File: config.mk
export PLATFORM = sky130hd
export DESIGN_NAME = hmq_fifo
export DESIGN_NICKNAME = d
export VERILOG_FILES = /design/src/rtl/core/hmq_fifo.sv
export SDC_FILE = /design/constraint.sdc
export NUM_CORES = 1
export LEC_CHECK = 0
export BUFFER_PORTS_ARGS = -buffer_cell sky130_fd_sc_hd__buf_2
export CORE_MARGIN = 2
export CORE_UTILIZATION = 45
export CTS_CLUSTER_SIZE = 10
export DETAILED_ROUTE_END_ITERATION = 8
export GPL_TIMING_DRIVEN = 0
export PLACE_DENSITY_LB_ADDON = 0.08
export SLEW_MARGIN = 20
export SYNTH_ARGS = -nofsm -noshare
export SYNTH_HDL_FRONTEND = slang
export SYNTH_SLANG_ARGS = --single-unit
File: constraint.sdc
create_clock -name clk -period 1.33 [get_ports clk]
set_input_delay 0.133 -clock clk [delete_from_list [all_inputs] [get_ports clk]]
set_output_delay 0.133 -clock clk [all_outputs]
set_load 0.05 [all_outputs]
File: src/rtl/core/hmq_fifo.sv
// Small register FIFO with valid/ready on both sides.
`default_nettype none

module hmq_fifo #(
  parameter int WIDTH = 8,
  parameter int DEPTH = 2
) (
  input  logic             clk,
  input  logic             rst_n,
  input  logic             in_valid,
  output logic             in_ready,
  input  logic [WIDTH-1:0] in_data,
  output logic             out_valid,
  input  logic             out_ready,
  output logic [WIDTH-1:0] out_data
);

  localparam int PTR_W = (DEPTH > 1) ? $clog2(DEPTH) : 1;
  localparam int CNT_W = $clog2(DEPTH + 1);

  logic [WIDTH-1:0] slot_r [DEPTH];
  logic [PTR_W-1:0] wr_ptr_r, wr_ptr_nxt;
  logic [PTR_W-1:0] rd_ptr_r, rd_ptr_nxt;
  logic [CNT_W-1:0] cnt_r, cnt_nxt;
  logic             push, pop;

  assign in_ready  = cnt_r != CNT_W'(DEPTH);
  assign out_valid = cnt_r != '0;
  assign out_data  = slot_r[rd_ptr_r];
  assign push      = in_valid && in_ready;
  assign pop       = out_valid && out_ready;

  always_comb begin
    wr_ptr_nxt = wr_ptr_r;
    rd_ptr_nxt = rd_ptr_r;
    if (push) begin
      wr_ptr_nxt = (wr_ptr_r == PTR_W'(DEPTH - 1)) ? '0 : wr_ptr_r + PTR_W'(1);
    end
    if (pop) begin
      rd_ptr_nxt = (rd_ptr_r == PTR_W'(DEPTH - 1)) ? '0 : rd_ptr_r + PTR_W'(1);
    end
    cnt_nxt = cnt_r + CNT_W'(push) - CNT_W'(pop);
  end

  always_ff @(posedge clk) begin
    if (!rst_n) begin
      wr_ptr_r <= '0;
      rd_ptr_r <= '0;
      cnt_r    <= '0;
    end else begin
      wr_ptr_r <= wr_ptr_nxt;
      rd_ptr_r <= rd_ptr_nxt;
      cnt_r    <= cnt_nxt;
    end
  end

  always_ff @(posedge clk) begin
    if (push) begin
      slot_r[wr_ptr_r] <= in_data;
    end
  end

endmodule

`default_nettype wire

# Word-level counts from Yosys, hierarchy flattened
# Memory sizes are Yosys's and may differ from the RTL's. A register that Yosys moved wholly into a read port is not among the register bits.
# Index checks and enable logic that the tools add are counted.
[word_totals]
reg_bits = 4
n_memories = 1
word_cells = 18
mem_bits_rw = 16
out_inout_bits = 10
in_bits = 12
[classes]
n_reduce_logical = 3
n_mux = 6
addsub = 4
eq_ne = 1
[mem_list]
columns = ["memory", "depth", "width", "rd", "rd_clocked_by_memory_dff", "wr", "line", "text"]
rows = [
  ["slot_r", 2, 8, 1, 1, 1, "21", "logic [WIDTH-1:0] slot_r [DEPTH];"],
]
[op_table]
columns = ["op", "n"]
rows = [
  ["$mux 1", 6],
  ["$add 1x1->1 const B", 2],
  ["$add 2x1->2", 1],
  ["$logic_and 1x1->1", 2],
  ["$ne 2x2->1 const B", 1],
  ["$reduce_bool 2->1", 1],
  ["$sub 2x1->2", 1],
]

# Logic depth before layout (Yosys ltp)
[depth]
ltp_word = 4
ltp_mapped = 6
depth_no_buf = 6

# Least setup slack after synthesis
# OpenSTA, ideal clock, no wires.
[synth_path]
path_kind = "reg2reg"
from = "reg cnt_r[0]"
to = "reg cnt_r[0]"
period_less_slack_ns = 1.537
path_stages_with_launch = 6
setup_slack_ns = -0.207
arrival_ns = 1.422
required_time_ns = 1.215
cell_sequence = "dfxtp_1 or2_1 o21ai_0 nor2_1 ha_1 and2_1"
[synth_via]
elab_cells_between_ends = 6
classes_between = "2 x add/sub; 1 x eq/ne; 3 x reduce/logical"
[synth_lines]
columns = ["element", "line", "text"]
rows = [
  ["from (decl)", "24", "logic [CNT_W-1:0] cnt_r, cnt_nxt;"],
  ["from (signal assigned)", "53", "cnt_r <= cnt_nxt;"],
  ["$reduce_bool 2->1", "28", "assign out_valid = cnt_r != '0;"],
  ["net out_valid", "13", "output logic out_valid,"],
  ["$logic_and 1x1->1", "31", "assign pop = out_valid && out_ready;"],
  ["$sub 2x1->2", "42", "cnt_nxt = cnt_r + CNT_W'(push) - CNT_W'(pop);"],
  ["net cnt_nxt[0]", "24", ""],
]
# The timed path passes the listed nets, and every way through them passes these cells.
# A chain may end at the register's enable or synchronous reset.

==> impl_metrics.tcl <==
set metrics [dict create \
    clkSlewWorstSetupHoldPaths_ns 0.11 \
    grt_usage_pct 13.1 \
    crit_fanout 8 \
    cts_tree "yes" \
    clock_path_buffers 2 \
    io_pins 22 \
    reg2reg_depth 6 \
    ys_warn_count 0 \
    p_leak_nw 0.471 \
    finalWorstSetupSlack_ns -0.0611 \
    die_area_um2 2240 \
    met3_usage_pct 3.46 \
    syn_avg_cell_area_um2 15.7 \
    drive_gt1_share_pct 57.3 \
    synth_edf_count 16 \
    grt_pass1_wl_um 1900 \
    antenna_found_initial 0 \
    outcome "finished, violations left" \
    yosysMostFrequentCell "edfxtp_1" \
    fin_skew_ns 0.00482 \
    vdd_drop_max_mv 1.12 \
    drt_first_pass_iters 4 \
    final_antenna_net_count 0 \
    grt_overflow 0 \
    cts.sinks 21 \
    drt_wl_total_um 1330 \
    post-route-min-period_ns 1.39 \
    die_h_um 47.4 \
    endpoint_kind "output pin" \
    yosysTopAreaCellShare_pct 56.8 \
    final_nets 96 \
    syn_inst 54 \
    violations "setup timing" \
    critPathKind "flop to output pin" \
    syn-num-nets 67 \
    fmax_mhz 719 \
    drc 0 \
    grt_pass1_vias 441 \
    start_util_pct 48.5 \
    critPathCapture "out_data[7]" \
    ys_top_cells_by_area "edfxtp_1 (57%), dfxtp_1 (12%), mux2_2 (11%)" \
    maxCapViolations 0 \
    synth_cell_types 23 \
    core_area_um2 1750 \
    clock-root-buffer "clkbuf_4" \
    finalNonFillerCells 107 \
    r2r_slack_ns 0.05 \
    setup_violations 8 \
    port-buffer-count 21 \
    area_growth_pct 40.7 \
    min_period_over_period_pct 105 \
    diodes 0 \
    postPlaceCellArea_um2 991 \
    synth.largest_area_cell "edfxtp_1" \
    drt_iter0_drc 5 \
    cts-htree-levels 1 \
    syn_area_um2 846 \
    rsz0062_at_grt "true" \
    cts_buffers 3 \
    slew_viol_final 0 \
    timing.rr.end "cnt_r[1]" \
    vias_per_cell 4.82 \
    vias 516 \
    p_per_area_nw_per_um2 1770 \
    synth_seq_cells 21 \
    dp_hpwl_um 939 \
    worst_pin_slew_ns 0.243 \
    gp_congestion 0.666 \
    start_kind "flop" \
    arrival_ns 1.26 \
    grt_use_met2_pct 23.2 \
    crit_required_ns 1.20 \
    synth_top_flop_cell "edfxtp_1" \
    grt_max_degree 13 \
    dp.cells 100 \
    insertion_delay_ns 0.30 \
    final_area_um2 1190 \
    rr_startpoint "cnt_r[0]" \
    min_path_type "primary input to flop" \
    yosysSeqAreaShare_pct 68.6 \
    finalHoldViolations 0 \
    gr-usage-met1_pct 14.3 \
    wire_per_inst_um 12.5 \
    maxSlewHeadroom_pct 83.8 \
    top_usage_layer "met2" \
    async_flop_share_pct 0 \
    die_x_um 47.4 \
    num_rows 15 \
    synth_common_cells "edfxtp_1 (16), mux2_2 (8), dfxtp_1 (5)" \
]
==> area by class of cell <==
cell class / count / area [µm²]
tap: 25 / 31.3
clock buffer: 3 / 22.5
multi-input combinational: 31 / 308
buffer: 1 / 15.0
clock inverter: 1 / 5.00
fill: 129 / 556
sequential: 21 / 589
inverter: 1 / 3.75
timing repair buffer: 24 / 215
==> registers in the layout (all words and copies together) (netlist names), named ones only <==
register	flops
cnt_r	2
rd_ptr_r	1
slot_r	16
wr_ptr_r	1
==> stage by stage <==
stage	util, %	total power [mW]	setup TNS, ns	hold slack (ns)	setup slack, ns
3_3_place_gp	56.8	1.56	-0.235	0.322	-0.0297
3_5_place_dp	56.8	1.57	-0.295	0.325	-0.0371
6_report	68.2	2.10	-0.467	0.0158	-0.0611
2_1_floorplan	-	1.43	-0.0198	0.232	-0.0198
4_1_cts	65.4	2.09	-0.627	0.00130	-0.0824
5_1_grt	68.2	2.21	-0.958	0.00247	-0.113
==> metal layers <==
| metal | up-vias | share of wire (%) |
|---|---|---|
| met5 | - | 0 |
| met4 | 0 | 1.0 |
| met3 | 2 | 4.5 |
| met2 | 15 | 54 |
| met1 | 244 | 40 |
| li1 | 255 | - |
==> report_power, final <==
part | internal (mW) | switching, mW
registers | 0.814 | 0.0545
logic | 0.437 | 0.502
clock network | 0.112 | 0.184
total | 1.36 | 0.741
==> cell usage in the layout, fill, tap and decap left out, types with 2 or more instances in the layout <==
| cell | count |
|---|---|
| buf_8 | 9 |
| dlygate4sd3_1 | 2 |
| buf_2 | 12 |
| and2_1 | 3 |
| dfxtp_4 | 2 |
| dfxtp_1 | 2 |
| clkbuf_4 | 3 |
| mux2_4 | 8 |
| buf_4 | 2 |
| nand2_1 | 2 |
| nand2b_4 | 2 |
| edfxtp_1 | 16 |
| nand3_1 | 2 |
==> critical path: stages (launching register included) <==
cell,delay (ns)
dfxtp_2,0.35
buf_8,0.14
mux2_4,0.32
buf_8,0.15
==> repair_timing <==
item / CTS / global route
setup buffers: 0 / 1
endpoints found under the setup margin: 17 / 12
pin swaps: 0 / 3
hold buffers: 0 / 2
hold endpoints to repair: 0 / 4
gates resized for setup: 38 / 6
==> how the worst min path moves through the flow <==
stage / cells past startpoint / from / slack, ns / endpoint
after CTS: 1 / in_data[1] / 0.001 / slot_r[0][1]
after global routing: 1 / in_data[0] / 0.002 / slot_r[0][0]
after floorplan: 0 / in_data[0] / 0.23 / slot_r[0][0]
final: 1 / in_data[3] / 0.02 / slot_r[0][3]
after global placement: 1 / in_data[0] / 0.32 / slot_r[1][0]
after detailed placement: 1 / in_data[4] / 0.32 / slot_r[1][4]
==> kinds of logic after synthesis <==
kind of cell / count (synthesis) / synth area share [%]
AO/OA/AOI/OAI: 6 / 6.21
XOR/XNOR: 1 / 1.04
adder cells (fa/ha/maj): 1 / 1.48
buffers and inverters: 2 / 1.03
flip-flops: 21 / 68.6
multiplexers: 9 / 11.8
AND/OR/NAND/NOR: 14 / 9.76
(Power assumes the default switching activity.)
